### src/design/skf_pkg.sv
// ----------------------------------------------------------------------------
// skf_pkg
// Types, constants and register codes of the scalar Kalman filter.
// ----------------------------------------------------------------------------
package skf_pkg;

	// Fixed-point one for the gain, Q1.24.
	localparam logic [24:0] GainOne = 25'h100_0000;

	// Reset values of registers and state.
	localparam logic [31:0] ProcessNoiseRst     = 32'd167772;
	localparam logic [31:0] MeasurementNoiseRst = 32'd1509949;
	localparam logic [31:0] CovarianceRst       = 32'd33554;

	// Number of quotient bits produced by the serial divider.
	localparam int unsigned DivSteps = 25;
	localparam int unsigned DivCntW  = $clog2(DivSteps);

	// Configuration register indexes.
	typedef enum logic [0:0] {
		REG_PROCESS_NOISE     = 1'b0,
		REG_MEASUREMENT_NOISE = 1'b1
	} skf_reg_t;

	// Sequencer states.
	typedef enum logic [2:0] {
		ST_IDLE,
		ST_PRED,
		ST_DIV,
		ST_MULA,
		ST_MULB,
		ST_WB
	} skf_state_t;

	// Request to the divider: numerator is p, the quotient is p * 2^24 / den.
	typedef struct packed {
		logic        start;
		logic [31:0] num;
		logic [32:0] den;
	} skf_div_req_t;

	// Divider response: done pulses for one cycle with the quotient valid.
	typedef struct packed {
		logic        done;
		logic [24:0] quot;
	} skf_div_rsp_t;

endpackage

### src/design/skf_mul.sv
// ----------------------------------------------------------------------------
// skf_mul
// Shared signed multiplier with a registered product.
// ----------------------------------------------------------------------------
module skf_mul
	import skf_pkg::*;
(
	input  logic               clk,
	input  logic signed [34:0] a,
	input  logic signed [25:0] b,
	output logic signed [60:0] prod
);

	logic signed [60:0] prod_q;

	// Product register; it follows the operands every cycle.
	always_ff @(posedge clk) begin
		prod_q <= a * b;
	end

	assign prod = prod_q;

endmodule

### config.mk
export PLATFORM = sky130hd
export DESIGN_NAME = skf_mul
export DESIGN_NICKNAME = d
export VERILOG_FILES = /design/src/design/skf_pkg.sv /design/src/design/skf_mul.sv
export SDC_FILE = /design/constraint.sdc
export NUM_CORES = 2
export LEC_CHECK = 0
export ABC_AREA = 1
export BUFFER_PORTS_ARGS = -buffer_cell sky130_fd_sc_hd__buf_2
export CAP_MARGIN = 20
export CORE_ASPECT_RATIO = 0.9
export CORE_UTILIZATION = 60
export DETAILED_ROUTE_END_ITERATION = 10
export PLACE_DENSITY = 0.88
export SETUP_SLACK_MARGIN = 0.1
export SYNTH_ARGS = -nofsm -noshare
export SYNTH_HDL_FRONTEND = slang
export SYNTH_SLANG_ARGS = --single-unit
### constraint.sdc
create_clock -name clk -period 16.8 [get_ports clk]
set_input_delay 2.52 -clock clk [delete_from_list [all_inputs] [get_ports clk]]
set_output_delay 2.52 -clock clk [all_outputs]
set_load 0.02 [all_outputs]
* Yosys cells after proc, flatten, opt, wreduce, memory -nomap -nowiden
Cells that the tools add are included.
** Word-level totals
- Register bits after elaboration :: 61
- Output and inout bits :: 61
- Word-level logic and storage cells :: 2
** Cells by class
- Multipliers :: 1
** Operator list (number)
- 35-bit by 26-bit multiplier with 61-bit output :: 1

* Logic depth before layout (Yosys ltp)
- Depth in word-level cells :: 1
- Gate-level depth with buffers :: 31

* Worst setup path before layout
Ideal clock, no wire load.
- Path kind :: input to register
- Start :: input port a[34]
- End :: register prod_q[60] (netlist: prod[60])
- Arrival time :: 8.358 ns
- Setup slack :: 8.329 ns
- Cell stages on the path :: 21
- Buffers on the path :: 2
- Cells stage by stage :: clkbuf_1 > clkbuf_1 > nand2_1 > inv_1 > fa_1 > fa_1 > fa_1 > inv_1 > fa_1 > fa_1 > fa_1 > fa_1 > inv_1 > ha_1 > nand2_1 > nor2_2 > nand2_1 > nor4_1 > a21oi_1 > nand3_1 > nand2_1
** On the way
- Cells in the longest elaborated chain, start to end :: 1
** RTL lines
- from (decl) :: RTL line skf_mul.sv:9 : input logic signed [34:0] a,
- 35-bit by 26-bit multiplier with 61-bit output :: RTL line skf_mul.sv:18 : prod_q <= a * b;
- to (signal assigned) :: RTL line skf_mul.sv:18
- to (decl) :: RTL line skf_mul.sv:14 : logic signed [60:0] prod_q;
Every way passes these cells.

* Worst setup path in the final report
- Start :: input port b[11]
- End :: register prod_q[56] (netlist: prod[56])
** On the way
- Cells in the longest elaborated chain, start to end :: 1
** RTL lines
- from (decl) :: RTL line skf_mul.sv:10 : input logic signed [25:0] b,
- 35-bit by 26-bit multiplier with 61-bit output :: RTL line skf_mul.sv:18
Every way passes these cells.

==> impl_metrics.csv <==
group,metric,value,unit
placed_design,dpl_cell_area,36820,sq um
yosys,yosysTopAreaCell,"fa_1",
sta,slew_headroom,22.83,%
detailed_routing,drtIter0Drc,2571,
yosys,ys_warn_count,0,
placed_design,gp_congestion,1.041,
clocking,tritoncts,"done",
sta,rsz0062_at_grt,"no",
yosys,yosysTopAreaCellShare,51.55,%
clocking,root_buffer,"clkbuf_16",
setup_path,required,17.04,ns
sta,final.setup.tns,0,ns
setup_path,critPathKind,"input port to flip-flop",
clocking,numCtsBuffers,9,
clocking,cts.sinks,61,
clocking,cts_max_level,3,
setup_path,max_stage_delay,0.85,ns
yosys,synth_seq_cells,61,
grt,grt_max_degree,37,
yosys,netlist_area,35960,sq um
detailed_routing,wire_per_inst,17.57,um
yosys,netlist_instances,4722,
setup_path,arrival,9.42,ns
setup_path,critical_path.top_delay_family,"adder cells",
detailed_routing,drc,0,
placed_design,hpwlAfterDp,78910,um
grt,grt_pass1_wl,158100,um
yosys,synth_enable_flop_cells,0,
finish,fin_cells,5439,
grt,antenna_found_initial,6,
yosys,ys.flop_type,"dfxtp_1",
setup_path,cp-start-kind,"input port",
die,core-area,58860,sq um
clocking,hold_buffers,0,
setup_path,crit_path_frequent_cell,"fa_1",
setup_path,crit_fanout,35,
grt,overflow,0,
clocking,clockBufferDepth,2,
setup_path,critPathLaunch,"b[11]",
grt,track_usage,33.37,%
yosys,async_flop_share,0,%
finish,layout-drive-gt1-share,5.342,%
detailed_routing,dr.pass1.iters,5,
finish,fin_nets,5808,
die,rows,84,
detailed_routing,ant_nets,0,
die,die_y,234.2,um
sta,fmax,0.1089,GHz
sta,fin_crit,9.180,ns
finish,nFillCells,4827,
detailed_routing,avgViaCountPerCell,5.311,
placed_design,io_buffers,122,
hold_path,hold_class,"input port to flip-flop",
yosys,yosysMostFrequentCell,"inv_1",
grt,grt_pass1_vias,31670,
run_status,status,"complete, no violations",
yosys,syn-num-nets,5874,
sta,setup_viol,0,
clocking,post_cts_resized,0,
yosys,avgSynthCellArea,7.615,sq um
setup_path,crit_chain,"buf_2, nand2_1, fa_1, inv_1, fa_1, inv_1, fa_1, fa_1, fa_1, fa_1, fa_1, inv_1, ha_1, nand2_1, inv_1, nand2_1, nor3_1, and3b_1, nand2_1, nand4_1, nand2_1",
yosys,synth_area_leaders,"fa_1 (52%), inv_1 (17%), nand2_1 (15%), ha_1 (5.7%), dfxtp_1 (3.4%)",
setup_path,critical_path.endpoint_type,"flip-flop",
finish,fin_area,37160,sq um
flow_run,cap_viol_max_count,0,
finish,area_growth,3.333,%
sta,finalHoldViolations,0,
placed_design,numPlacedInstances,5419,
setup_path,cp_num_buf_inv,5,
yosys,yosysSeqAreaShare,3.396,%
yosys,synth_commonest_cells,"inv_1 (1597), nand2_1 (1403), fa_1 (926)",
die,io_pins,123,
setup_path,slowest_stage,"buf_2",
detailed_routing,routed_wl,95550,um
sta,whs,2.736,ns
setup_path,cp.depth,21,
sta,post-route-period-util,54.64,%
sta,drv_slew,0,
detailed_routing,vias,28890,
clocking,clkTransAtPathRegs,0.06,ns
yosys,synth_cell_types,31,
finish,largest_reg_flops,61,
die,start_util,61.09,%
die,design.die.area,60920,sq um
sta,worst_slew_pin_slew,1.158,ns
die,die_w,260.1,um
clocking,post_cts_buffers,0,
setup_path,cp-endpoint,"prod[56]",
==> placed cells by master, fill, tap and decap left out, drive strengths merged, types with 4 or more instances in the layout <==
master | synthesis | final
buf | 0 | 131
clkbuf | 208 | 9
nand3b | 5 | 5
ha | 164 | 164
inv | 1597 | 1598
diode | 0 | 4
nor3 | 7 | 7
nand2 | 1441 | 1441
clkinv | 3 | 5
dfxtp | 61 | 61
fa | 926 | 926
and2 | 5 | 5
nor2 | 129 | 129
a21oi | 34 | 34
nand3 | 68 | 68
o21ai | 7 | 7
nand4 | 19 | 19
or2 | 7 | 7
xor2 | 28 | 28
==> area by class of cell <==
class	count	area, sq um	area share, %
Inverter	1600	6006	16.16
Sequential cell	61	1221	3.287
Timing Repair Buffer	131	678.2	1.825
Tap cell	774	968.4	2.606
Clock buffer	9	225.2	0.6061
Multi-Input combinational cell	2853	27950	75.22
Clock inverter	7	97.59	0.2627
Antenna cell	4	10.01	0.02694
==> worst min path at each step <==
stage                to     start  cells after the start
2_1_floorplan   prod[0]      a[0]                      3
4_1_cts         prod[0]      a[0]                      4
3_3_place_gp    prod[9]   prod[9]                      1
5_1_grt         prod[0]      a[0]                      4
6_report        prod[0]      b[0]                      4
3_5_place_dp   prod[25]  prod[25]                      1
==> per-stage QoR <==
| step | worst slack (ns) | utilization, % |
|---|---|---|
| 2_1_floorplan | 8.329 | - |
| 3_3_place_gp | 7.652 | 62.57 |
| 3_5_place_dp | 7.341 | 62.57 |
| 4_1_cts | 7.693 | 63.11 |
| 5_1_grt | 7.224 | 63.13 |
| 6_report | 7.620 | 63.13 |
==> cells by family after synthesis <==
group | count (synthesis) | synth area share [%]
simple gates | 1687 | 19.06
flops | 61 | 3.396
compound gates | 45 | 0.6541
fa+ha+maj | 1090 | 57.26
buf+inv | 1808 | 18.87
xor+xnor | 31 | 0.7551
==> routing by layer <==
layer | routed length [um] | part of all wire, % | vias to the layer above | track usage (%)
met2 | 47630 | 50 | 1617 | 58.70
li1 | - | - | 12610 | -
met3 | 8840 | 9.3 | 412 | 5.783
met1 | 34140 | 36 | 14240 | 39.95
met5 | 24 | 0.025 | - | 0
met4 | 4918 | 5.1 | 4 | 15.53
Power is left out: the tool's default activity adds up to more than one toggle a clock period on the data nets, which glitch-free logic cannot reach.
