**config.mk**
```make
export PLATFORM = sky130hd
export DESIGN_NAME = skf_div
export DESIGN_NICKNAME = d
export VERILOG_FILES = /design/src/design/skf_pkg.sv /design/src/design/skf_div.sv
export SDC_FILE = /design/constraint.sdc
export NUM_CORES = 1
export LEC_CHECK = 0
export ABC_CLOCK_PERIOD_IN_PS = 3200
export BUFFER_PORTS_ARGS = -buffer_cell sky130_fd_sc_hd__buf_2
export CELL_PAD_IN_SITES_DETAIL_PLACEMENT = 1
export CELL_PAD_IN_SITES_GLOBAL_PLACEMENT = 2
export CORE_MARGIN = 4
export CORE_UTILIZATION = 33
export DETAILED_ROUTE_END_ITERATION = 10
export PLACE_DENSITY_LB_ADDON = 0.1
export SLEW_MARGIN = 20
export SYNTH_ARGS = -nofsm -noshare
export SYNTH_HDL_FRONTEND = slang
export SYNTH_SLANG_ARGS = --single-unit
```
**constraint.sdc**
```tcl
create_clock -name clk -period 3.2 [get_ports clk]
set_input_delay 0 -clock clk [delete_from_list [all_inputs] [get_ports clk]]
set_output_delay 0 -clock clk [all_outputs]
set_load 0.05 [all_outputs]
```
**src/design/skf_pkg.sv**
```systemverilog
// ----------------------------------------------------------------------------
// skf_pkg
// Types, constants and register codes of the scalar Kalman filter.
// ----------------------------------------------------------------------------
package skf_pkg;

	// Fixed-point one for the gain, Q1.24.
	localparam logic [24:0] GainOne = 25'h100_0000;

	// Reset values of registers and state.
	localparam logic [31:0] ProcessNoiseRst     = 32'd167772;
	localparam logic [31:0] MeasurementNoiseRst = 32'd1509949;
	localparam logic [31:0] CovarianceRst       = 32'd33554;

	// Number of quotient bits produced by the serial divider.
	localparam int unsigned DivSteps = 25;
	localparam int unsigned DivCntW  = $clog2(DivSteps);

	// Configuration register indexes.
	typedef enum logic [0:0] {
		REG_PROCESS_NOISE     = 1'b0,
		REG_MEASUREMENT_NOISE = 1'b1
	} skf_reg_t;

	// Sequencer states.
	typedef enum logic [2:0] {
		ST_IDLE,
		ST_PRED,
		ST_DIV,
		ST_MULA,
		ST_MULB,
		ST_WB
	} skf_state_t;

	// Request to the divider: numerator is p, the quotient is p * 2^24 / den.
	typedef struct packed {
		logic        start;
		logic [31:0] num;
		logic [32:0] den;
	} skf_div_req_t;

	// Divider response: done pulses for one cycle with the quotient valid.
	typedef struct packed {
		logic        done;
		logic [24:0] quot;
	} skf_div_rsp_t;

endpackage

```
**src/design/skf_div.sv**
```systemverilog
// ----------------------------------------------------------------------------
// skf_div
// Restoring serial divider: one quotient bit per cycle.
// ----------------------------------------------------------------------------
module skf_div
	import skf_pkg::*;
(
	input  logic         clk,
	input  logic         arst_n,
	input  skf_div_req_t req,
	output skf_div_rsp_t rsp
);

	logic [33:0]        rem_q;
	logic [32:0]        den_q;
	logic [24:0]        quo_q;
	logic [DivCntW-1:0] cnt_q;
	logic               busy_q;
	logic               done_q;
	logic               zero_q;

	logic        ge;
	logic [33:0] rem_sub;

	// One compare and subtract against the divisor.
	assign ge      = rem_q >= {1'b0, den_q};
	assign rem_sub = ge ? (rem_q - {1'b0, den_q}) : rem_q;

	// Control state of the iteration.
	always_ff @(posedge clk or negedge arst_n) begin
		if (!arst_n) begin
			busy_q <= 1'b0;
			done_q <= 1'b0;
			cnt_q  <= '0;
		end else begin
			done_q <= 1'b0;
			if (req.start) begin
				busy_q <= 1'b1;
				cnt_q  <= '0;
			end else if (busy_q) begin
				if (cnt_q == DivCntW'(DivSteps - 1)) begin
					busy_q <= 1'b0;
					done_q <= 1'b1;
				end
				cnt_q <= cnt_q + 1'b1;
			end
		end
	end

	// Datapath: partial remainder and quotient shift register.
	always_ff @(posedge clk) begin
		if (req.start) begin
			rem_q  <= {2'b00, req.num};
			den_q  <= req.den;
			zero_q <= (req.den == '0);
			quo_q  <= '0;
		end else if (busy_q) begin
			quo_q <= {quo_q[23:0], ge};
			rem_q <= {rem_sub[32:0], 1'b0};
		end
	end

	// A zero divisor gives a zero gain.
	assign rsp.done = done_q;
	assign rsp.quot = zero_q ? '0 : quo_q;

endmodule

```
# ---- Word level (Yosys, flattened, before mapping)
# Cells that the tools add are included.
dict set report totals {
  reg_bits 100
  out_inout_bits 26
  wordCells 26
  in_bits 68
}
dict set report op_classes {
  n_lt_le_gt_ge 1
  n_reduce_logical 2
  n_addsub 2
  eq_ne 1
  muxes 12
}
# op n
set ops {}
lappend ops {{2-to-1 mux 32 bit} 2}
lappend ops {{>= comparator 34 x 33 -> 1 bit} 1}
lappend ops {{zero test 33 bit} 1}
lappend ops {{2-to-1 mux 33 bit} 1}
lappend ops {{subtractor 33 bit} 1}
lappend ops {{2-to-1 mux 25 bit} 1}
lappend ops {{2-to-1 mux 5 bit} 2}
lappend ops {{2-to-1 mux 1 bit} 6}
lappend ops {{adder 5 x 1 -> 5 bit, second input constant} 1}
lappend ops {{== test 5 bit, second input constant} 1}
lappend ops {{nonzero test 2 bit} 1}

# ---- Longest topological paths before layout
# Gate-level depths: netlist of run 1.
dict set report depth {
  word_depth 4
  ltp_mapped 14
  depth_no_buf 12
}

# ---- Least setup slack after synthesis of run 1
# Ideal clock, no wire load.
dict set report synth_path {
  kind {register -> register}
  startpoint {reg rem_q[0]}
  endpoint {reg rem_q[18] (data pin)}
  slack_ns -0.127
  stages_incl_launch_ff 14
  arrival_time_ns 3.066
  path_buffers 1
  setup_ns 0.261
  required_ns 2.939
  synth_period_minus_slack_ns 3.327
  cell_sequence {edfxtp_1 -> inv_1 -> ha_1 -> inv_1 -> fa_1 -> a21o_1 -> a221oi_2 -> o221ai_2 -> a221oi_4 -> a211o_4 -> a31o_1 -> buf_6 -> a2111oi_1 -> a311o_1}
}
dict set report synth_via {
  elab_chain_len 4
  elab_cells_between_ends 5
  cone_classes {add/sub: 1; order compare: 1; mux: 3}
}
# item line
set synth_rtl {}
lappend synth_rtl {{from (decl)} skf_div.sv:14} ;# logic [33:0] rem_q;
lappend synth_rtl {{from (signal assigned)} skf_div.sv:53} ;# rem_q <= {2'b00, req.num};
lappend synth_rtl {{from (signal assigned)} skf_div.sv:59} ;# rem_q <= {rem_sub[32:0], 1'b0};
lappend synth_rtl {{subtractor 33 bit / >= comparator 34 x 33 -> 1 bit (equally long branches)} {skf_div.sv:27, skf_div.sv:26}}
lappend synth_rtl {{2-to-1 mux 33 bit *} skf_div.sv:27} ;# assign rem_sub = ge ? (rem_q - {1'b0, den_q}) : rem_q;
lappend synth_rtl {{2-to-1 mux 32 bit *} skf_div.sv:57} ;# end else if (busy_q) begin
lappend synth_rtl {{2-to-1 mux 32 bit *} skf_div.sv:52} ;# if (req.start) begin
# Mark *: on every way between the ends. The rest lies on a longest branch, timed or not. The select of a mux whose other input is x is not followed.
# A chain may end at the register's enable or synchronous reset.

# ---- Final worst setup path of run 1
dict set report layout_path {
  startpoint {reg rem_q[0]}
  endpoint {reg rem_q[15] (data pin)}
}
# Same word-level chain as after synthesis.

==> impl.org, run 1 <==
** Place
- Count of input and output buffers :: 93
- The placed instances occupy a cell area of 7430 sq um.
- Summed over all nets, the half-perimeter wirelength after detailed placement is 15.3 mm.
- Worst slack at placement :: -0.0656 ns
- The congestion estimate from routability-driven global placement came to 0.861.

** Layout
- The repair_antennas step left the layout with diodes totalling 0.
- Post-layout instance area :: 8580 sq um
- Most frequent standard cell in the layout excluding fill and tap cells :: buf_2
- Filler Cell Count :: 2165
- The area growth from synthesis to layout is 33.1%.
- Summing all flip-flop and latch instances after layout gives 2700 sq um.
- Of the cells placed in the final design, the portion with a size suffix greater than 1 is 0.254.
- Final core utilization :: 0.453
- After the last flow step, the layout net total stands at 945.
- Area of the multi-input gates :: 3620 sq um
- Leading cell types in the layout, fill and taps excluded :: buf_2 (92), edfxtp_1 (66), nor2_1 (63)

** Pwr
- Of the total power, combinational logic draws 0.577.
- Summed over all nets, the switching power comes to 3.12 mW.
- Standby leakage power :: 3.84 nW
- VDD IR-drop max :: 0.000331 V
- Sequential share of power :: 0.260
- The share of total power dissipated in the clock network is 0.163.
- Power density over cell area :: 842 nW/um^2
- Total internal power :: 4.11 mW
- Share of total power consumed by net switching :: 0.432

** Setup path
- The worst setup path is of the reg2reg kind.
- The critical path goes through inv_1 > ha_2 > inv_2 > fa_2 > a21o_1 > a221oi_4 > o221ai_4 > a221oi_4 > a211o_4 > a31oi_4 > nor2_4 > buf_6 > o311ai_1.
- Crit path required time :: 3.29 ns
- RR Startpoint :: rem_q[0]
- Slowest library cell on the worst path :: edfxtp_1
- The largest single stage delay on the critical path is 0.38 ns.
- Critical Path Sink Type :: flip-flop
- Data on the critical path arrives at its endpoint at 3.27 ns.
- Critical path launch point type :: flip-flop
- Along the worst path, the maximum fanout reaches 5.
- Measured in cells, the most critical reg-to-reg path has a length of 13.
- Top cell by count, worst path :: a221oi_4
- The worst register-to-register path has a setup slack of 0.02 ns.
- Reg-to-reg critical path endpoint :: rem_q[15]

** Clock tree
- CTS tree :: yes
- Clock latency on the worst-skew pair, taken at its later pin, is 0.36 ns.
- H-tree depth :: 3
- Buffer levels on the longest clock path :: 2
- Clock-pin slew was measured on the worst setup and hold paths at 0.08 ns.
- The clock drives 100 sinks.
- The root buffer cell chosen for the clock tree is clkbuf_16.
- Inserted Clock Buffers :: 9

** Logic synthesis
- Synthesized netlist cell count :: 667
- Library cells used by synthesis :: 78
- Syn Nets :: 771
- For this run, the leading register cell type out of synthesis is edfxtp_1.
- Yosys mapped a number of flops with a built-in enable equal to 66.
- Register area share after synthesis :: 0.418
- After synthesis the netlist holds a flip-flop and latch count of 100.
- Number of warnings reported in the yosys synthesis log :: 0
- Counting flops with an async set or reset pin after synthesis yields a share of 0.0700.
- Summed instance area of the synthesized netlist :: 6450 sq um
- In this run the mean area of a mapped cell was 9.66 sq um.

** Timing
- Clock skew :: 0.00869 ns
- Share of the cycle needed by the critical path after routing :: 0.995
- The final hold violation count was 0.
- F_max :: 0.314 GHz
- Total setup violations reported at the end of the flow :: 0
- Headroom to the max-slew limit came out at 0.364.
- Summed over all failing endpoints, the final setup total negative slack is 0 ns.
- In the post-route analysis, the smallest setup slack over all paths is 0.0167 ns.
- Min Tclk post-route :: 3.18 ns
- For the pin with the worst max-slew slack, the measured transition is 0.954 ns.
- The count of pins over their slew limit is 0.
- Setup repair after global routing missed its margin :: yes

** Hold path
- The worst hold path begins at req[42].
- Counting instances, the worst hold path has a depth of 3.
- Destination of the worst hold path :: rem_q[9]
- The worst hold path belongs to the class in2reg.

** Floorplanning
- Ports :: 94
- The floorplan has 50 rows.
- Horizontal die dimension :: 148 um
- Area inside the core boundary :: 19000 sq um
- The floorplan step defined a die boundary enclosing 21800 sq um.
- For this configuration, the core starts out at a cell density of 0.340.
- Height of the die :: 148 um

** Detailed routing
- The detail route stage leaves a number of antenna-violating nets equal to 0.
- For this block, the via count after detailed routing is 5840.
- After the first detailed-routing iteration, the DRC count stood at 248.
- After detailed routing, the average wire length per cell comes to 18.8 um.
- After detailed routing, the number of vias per cell comes to 5.28.
- Summed over all layers, the routed wires come to 20.8 mm.
- The first detailed-routing pass ran for 4 iterations.
- In the routed design, unresolved DRC markers number 0.

** Flow run
- Total of max-cap violations :: 0

** Global route
- Pin count of the biggest net entering global routing :: 56
- Met2 capacity usage during global routing :: 0.327
- In the global route stage, met3 resource usage came out at 0.0230.
- Busiest layer in global routing :: met2
- The first global-routing pass estimated 33.7 mm of wire.
- For this run, the total global-route usage over all layers was measured as 0.194.
- Number of antenna violations at the first check in global routing :: 0
- Summed over all layers, the global routing overflow is 0.
- GR Util met1 :: 0.260
- The via count of the first global-routing pass came to 6316.

** Run status
- The flow ran to the end, and the final reports show no timing, DRC or antenna violations.
-- area by class of cell --
type | instances | area share
flip-flops and latches | 100 | 0.314
multi-input cells | 482 | 0.421
well taps | 260 | 0.0379
clock buffers | 11 | 0.0308
inverters | 49 | 0.0214
clock inverters | 5 | 0.00539
repair buffers | 199 | 0.169
-- synthesized netlist by cell type (4+ instances only) --
cell	number	share of area
edfxtp_1	66	0.31
nor2_1	63	0.037
inv_1	48	0.028
nand2_1	41	0.024
ha_1	35	0.068
mux2i_1	28	0.043
nor2b_1	28	0.027
dfxtp_1	27	0.084
a21oi_1	26	0.020
nand3_1	22	0.017
clkbuf_1	21	0.012
a21o_1	18	0.021
o21ai_0	18	0.014
nand4_1	17	0.016
and2_1	14	0.014
xnor2_1	14	0.019
xor2_1	12	0.016
a31oi_1	10	0.0097
and3_1	10	0.0097
a211oi_1	9	0.010
nor4_1	9	0.0087
o211ai_1	9	0.010
o21ai_1	8	0.0062
dfrtp_1	7	0.027
o311ai_1	7	0.0095
a41oi_1	6	0.0082
nor3_1	6	0.0047
buf_1	5	0.0029
nand2b_1	4	0.0039
o31ai_1	4	0.0047
-- layer usage --
layer | up-vias | routed length (um)
met5 | - | 0
met4 | 0 | 399
met3 | 29 | 784
met2 | 124 | 9970
met1 | 2879 | 9610
li1 | 2808 | -
-- kinds of logic after synthesis --
kind of cell               share of synthesized area
muxes                                         0.0435
AOI/OAI and AO/OA                              0.187
and+or+nand+nor                                0.185
adders and majority gates                     0.0710
buffers and inverters                         0.0598
xor gates and xnor gates                      0.0353
DFF                                            0.418
-- worst max path at each step --
| stage | start | endpoint | slack, ns | cells past startpoint |
|---|---|---|---|---|
| final | rem_q[0] | rem_q[15] | 0.02 | 13 |
| after global routing | rem_q[0] | rem_q[18] | -0.12 | 13 |
| after CTS | rem_q[0] | rem_q[23] | 0.007 | 13 |
| after detailed placement | rem_q[0] | rem_q[23] | -0.07 | 13 |
| after global placement | rem_q[0] | rem_q[23] | 0.008 | 13 |
| after floorplan | rem_q[0] | rem_q[18] | -0.03 | 13 |
-- metrics by stage --
stage | instances | power (mW) | hold WS [ns]
floorplan | 667 | 4.31 | -0.296
global route | 1106 | 7.74 | 0.0245
global placement | 1034 | 5.50 | -0.159
CTS | 1103 | 6.87 | 0.000776
detailed placement | 1034 | 5.57 | -0.154
finish | 1106 | 7.22 | 0.00540
-- power groups by stage --
stage	clock network (mW)	logic (mW)	registers, mW
floorplan	0	2.49	1.82
global placement	0	3.61	1.89
detailed placement	0	3.68	1.89
CTS	1.21	3.79	1.87
global route	1.26	4.57	1.91
finish	1.18	4.17	1.88
-- registers in the layout (all words and copies together) (netlist names) --
signal / cells
rem_q: 34
zero_q: 1
quo_q: 25
den_q: 33
done_q: 1
busy_q: 1
cnt_q: 5
-- timing repair --
| action | 4_1_cts | 5_1_grt |
|---|---|---|
| gates resized for setup | 4 | 50 |
| pin swaps | 0 | 22 |
| endpoints found under the setup margin | 19 | 33 |
| setup buffers | 0 | 3 |
| hold endpoints to repair | 65 | 0 |
| hold buffers | 53 | 0 |
-- critical path, delay by kind of cell, from the launching register on --
kind,cells,cell delay [ns]
and+or+nand+nor,1,0.24
adders and majority gates,2,0.51
buffers and inverters,3,0.29
DFF,1,0.38
AOI/OAI and AO/OA,7,1.49
Note: power is estimated with default switching activity, not from simulation.
==> inputs of run 2 (changes only) <==
==> constraint.sdc (replaced) <==
create_clock -name clk -period 3.2 [get_ports clk]
set_input_delay 0.48 -clock clk [delete_from_list [all_inputs] [get_ports clk]]
set_output_delay 0.48 -clock clk [all_outputs]
set_load 0.05 [all_outputs]
==> run 2 against run 1 <==
  * The flow now finishes with violations (negative setup slack)
  * Core utilization decreased by 3.0 points
  * Fmax decreased by 1.6%
  * Non-clock buffer count decreased by 51
  * Hold slack improved by 0.31 ns
  * Sequential power about the same
==> impl.org, run 2 (synthesis results as in run 1) <==
** Run status
- Result of the run :: finished, violations left
- Violated checks :: negative setup slack

** Timing
- Number of pins with negative max-slew slack in the final report :: 0 (unchanged)
- Final Hold Vio Count :: 0 (unchanged)
- The final critical path time including I/O delays and setup is 3.23 ns (+0.0511 ns).
- The number of failing setup endpoints in the final timing report is 5 (+5).
- Setup repair after global routing could not meet its margin everywhere.
- The top achievable clock speed was 0.309 GHz (-1.6%).
- Slew HR :: 0.351 (-0.0134)
- The worst clock skew came to 0.00932 ns (+0.000627 ns).
- The post-route fraction of the period consumed by the critical path is 1.01 (+0.0160).
- Slew at the pin with the worst max-slew slack :: 0.974 ns (+0.0200 ns)
- The final total negative setup slack came to -0.0815 ns (-0.0815 ns).
- The post-layout worst setup margin is -0.0344 ns (-0.0511 ns).

** Pwr
- Proportion of power drawn by combinational gates :: 0.579 (+0.002)
- Sequential share of power :: 0.264 (+0.004)
- The maximum vdd ir drop is 0.000315 V (-4.8%).
- Standby leakage power :: 3.60 nW (-6.1%)
- Total power :: 7.10 mW (-1.7%)
- The internal power was 4.03 mW (-1.9%).
- Power density over cell area :: 886 nW/um^2 (+5.3%)
- The switching component of the power came to 3.07 mW (-1.5%).
- Share of total power in the clock network :: 0.157 (-0.006)
- Share of total power consumed by net switching :: 0.432 (+0.000870)

** Setup path
- The worst setup path is of the reg2reg kind.
- Number of cells on the worst reg-to-reg path :: 13 (unchanged)
- The delay of the slowest critical-path stage was 0.40 ns (+0.02 ns).
- The data arrival time at the worst-slack endpoint was 3.34 ns (+0.07 ns).
- The combined buffer and inverter count along the critical path was 3 (unchanged).
- The signal on the critical path passes through inv_2 > ha_4 > inv_2 > fa_2 > a21o_1 > a221oi_4 > o221ai_4 > a221oi_4 > a211o_4 > a31o_4 > buf_4 > a211oi_1 > a311o_1.
- The register-to-register setup slack is -0.03 ns (-0.05 ns).
- RR Startpoint :: rem_q[0]
- Critical Path Sink Type :: flip-flop
- Crit path required time :: 3.30 ns (about the same)
- On the critical path the largest part of the delay comes from compound AO/OA/AOI/OAI gates.
- Reg-to-reg critical path endpoint :: rem_q[25]
- STA classifies the critical path startpoint as a flip-flop.
- Slowest library cell on the worst path :: edfxtp_1
- Biggest fanout along the worst timing path :: 5 (unchanged)

** Detailed routing
- The count of unresolved DRC violations after routing is 0 (unchanged).
- The wire length per cell is 19.7 um (+4.7%).
- DR vias/cell :: 5.31 (+0.65%)
- Post-detailed-route count of antenna-violating nets :: 0 (unchanged)
- The total vias in the final route was 5607 (-4.0%).
- First-iteration detailed-routing DRC count :: 345 (+39%)
- Pre-Repair DR Iteration Count :: 5 (+1)
- The sum of routed wire length over all layers is 20.7 mm (-0.10%).

** Layout
- The storage element area was 2700 sq um (unchanged).
- Top flop regs :: rem_q x34, den_q x33, quo_q x25
- Ranked by flip-flop count, first place goes to rem_q.
- Number of flip-flops under the largest register name :: 34 (unchanged)
- Most frequent standard cell in the layout excluding fill and tap cells :: buf_2
- The fraction of layout cells with a size suffix above 1 is 0.258 (+0.00372).
- The footprint of the multi-input gates came to 3570 sq um (-1.4%).
- Antenna diode instance count :: 0 (unchanged)
- Compared with the post-synthesis result, the final layout area differs by 24.2%.
- Leading cell types in the layout, fill and taps excluded :: buf_2 (92), edfxtp_1 (66), nor2_1 (63)
- The net count of the finished layout came to 894 (-5.4%).
- Count of non-filler cells in the finished layout :: 1055 (-4.6%)
- The number of filler cells placed in the layout came to 2195 (+1.4%).

** Clock tree
- The maximum level of the CTS H-tree was 3 (unchanged).
- CTS sink count :: 100 (unchanged)
- Clock tree synthesis selected as its root buffer the cell clkbuf_16.
- CTS tree :: yes
- Buffer levels on the longest clock path :: 2 (unchanged)
- The source-to-sink clock delay at the later pin of the worst-skew pair came to 0.35 ns (about the same).
- The clock transition at the register clock pins on the worst setup and hold paths after CTS is 0.07 ns (about the same).
- Inserted Clock Buffers :: 9 (unchanged)

** Hold path
- HP Class :: in2reg
- The path with the worst hold slack has its endpoint at den_q[11].
- Launch point of the worst hold path :: req[11]
- The number of cells on the worst hold path is 1 (-2).

** Global route
- The total grt overflow was 0 (unchanged).
- The via count of the first global-routing pass came to 6036 (-4.4%).
- The all-layer global routing usage was 0.188 (-0.00591).
- Wire length of the first global-routing pass :: 32.5 mm (-3.7%)
- Number of antenna violations at the first check in global routing :: 0 (unchanged)
- The pin count of the biggest net entering global routing was 56 (unchanged).

** Place
- The number of port buffers came to 93 (unchanged).
- The pre-CTS setup slack is -0.0703 ns (-0.00476 ns).
- The total instance count after detailed placement is 1032 (-0.19%).
- The final weighted congestion in routability-driven placement is 0.862 (about the same).
- The half-perimeter wire length after detailed placement came to 15.4 mm (+0.78%).

** Floorplanning
- The full die area is 21800 sq um (unchanged).
- The horizontal extent of the die was 148 um (unchanged).
- The number of placement rows was 50 (unchanged).
- Starting Density :: 0.340 (unchanged)
- The die boundary height came to 148 um (unchanged).
- The core footprint came to 19000 sq um (unchanged).
- The I/O pin count is 94 (unchanged).

** Flow run
- The max capacitance violation total was 0 (unchanged).
[run 2: cell count changes in the layout (fill, tap and decap cells not counted), moves of 2 or more]
cell / previous run / this run
o21ai_0: 14 / 18
o21ai_2: 7 / 2
dlygate4sd3_1: 53 / 1
o21ai_1: 6 / 8
a31oi_1: 8 / 10
a31oi_2: 2 / 0
nand3_1: 18 / 21
o31ai_1: 3 / 1
nand3_2: 5 / 2
[run 2: how the worst max path moves through the flow]
stage / endpoint / startpoint / cells after the start / slack (ns)
6_report: rem_q[25] / rem_q[0] / 13 / -0.03
5_1_grt: rem_q[4] / rem_q[0] / 13 / -0.16
4_1_cts: rem_q[23] / rem_q[0] / 13 / 0.02
3_5_place_dp: rem_q[23] / rem_q[0] / 13 / -0.07
3_3_place_gp: rem_q[23] / rem_q[0] / 13 / 0.01
2_1_floorplan: rem_q[18] / rem_q[0] / 13 / -0.03
[run 2: final cells by class]
type,count,share of cell area
Multi-Input combinational cell,482,0.445
Sequential cell,100,0.337
Timing Repair Buffer,148,0.118
Tap cell,260,0.0406
Clock buffer,11,0.0317
Inverter,49,0.0230
Clock inverter,5,0.00469
[run 2: stage by stage]
stage | utilization | hold slack, ns | cell area, sq um
4_1_cts | 0.409 | 0.300 | 7750
3_5_place_dp | 0.392 | 0.328 | 7430
3_3_place_gp | 0.392 | 0.322 | 7430
2_1_floorplan | - | 0.184 | 6450
6_report | 0.423 | 0.313 | 8010
5_1_grt | 0.423 | 0.292 | 8010
[run 2: timing repair]
item	CTS	global route
hold buffers	1	0
pin swaps	0	22
resized for setup	3	36
endpoints found under the setup margin	20	33
buffers inserted	0	6
hold endpoints to repair	7	0
[run 2: per-layer routing]
layer / GRT usage / vias to the layer above / part of all wire
li1: - / 2702 / -
met1: 0.254 / 2791 / 0.47
met2: 0.319 / 100 / 0.49
met3: 0.0258 / 14 / 0.035
met4: 0.0438 / 0 / 0.0099
met5: 0 / - / 0
[run 2: power by group through the flow]
stage / Sequential, mW / Combinational [mW] / Clock, mW
3_3_place_gp: 1.88 / 3.61 / 0
2_1_floorplan: 1.82 / 2.49 / 0
4_1_cts: 1.87 / 3.75 / 1.15
5_1_grt: 1.90 / 4.47 / 1.20
3_5_place_dp: 1.89 / 3.69 / 0
6_report: 1.88 / 4.11 / 1.11
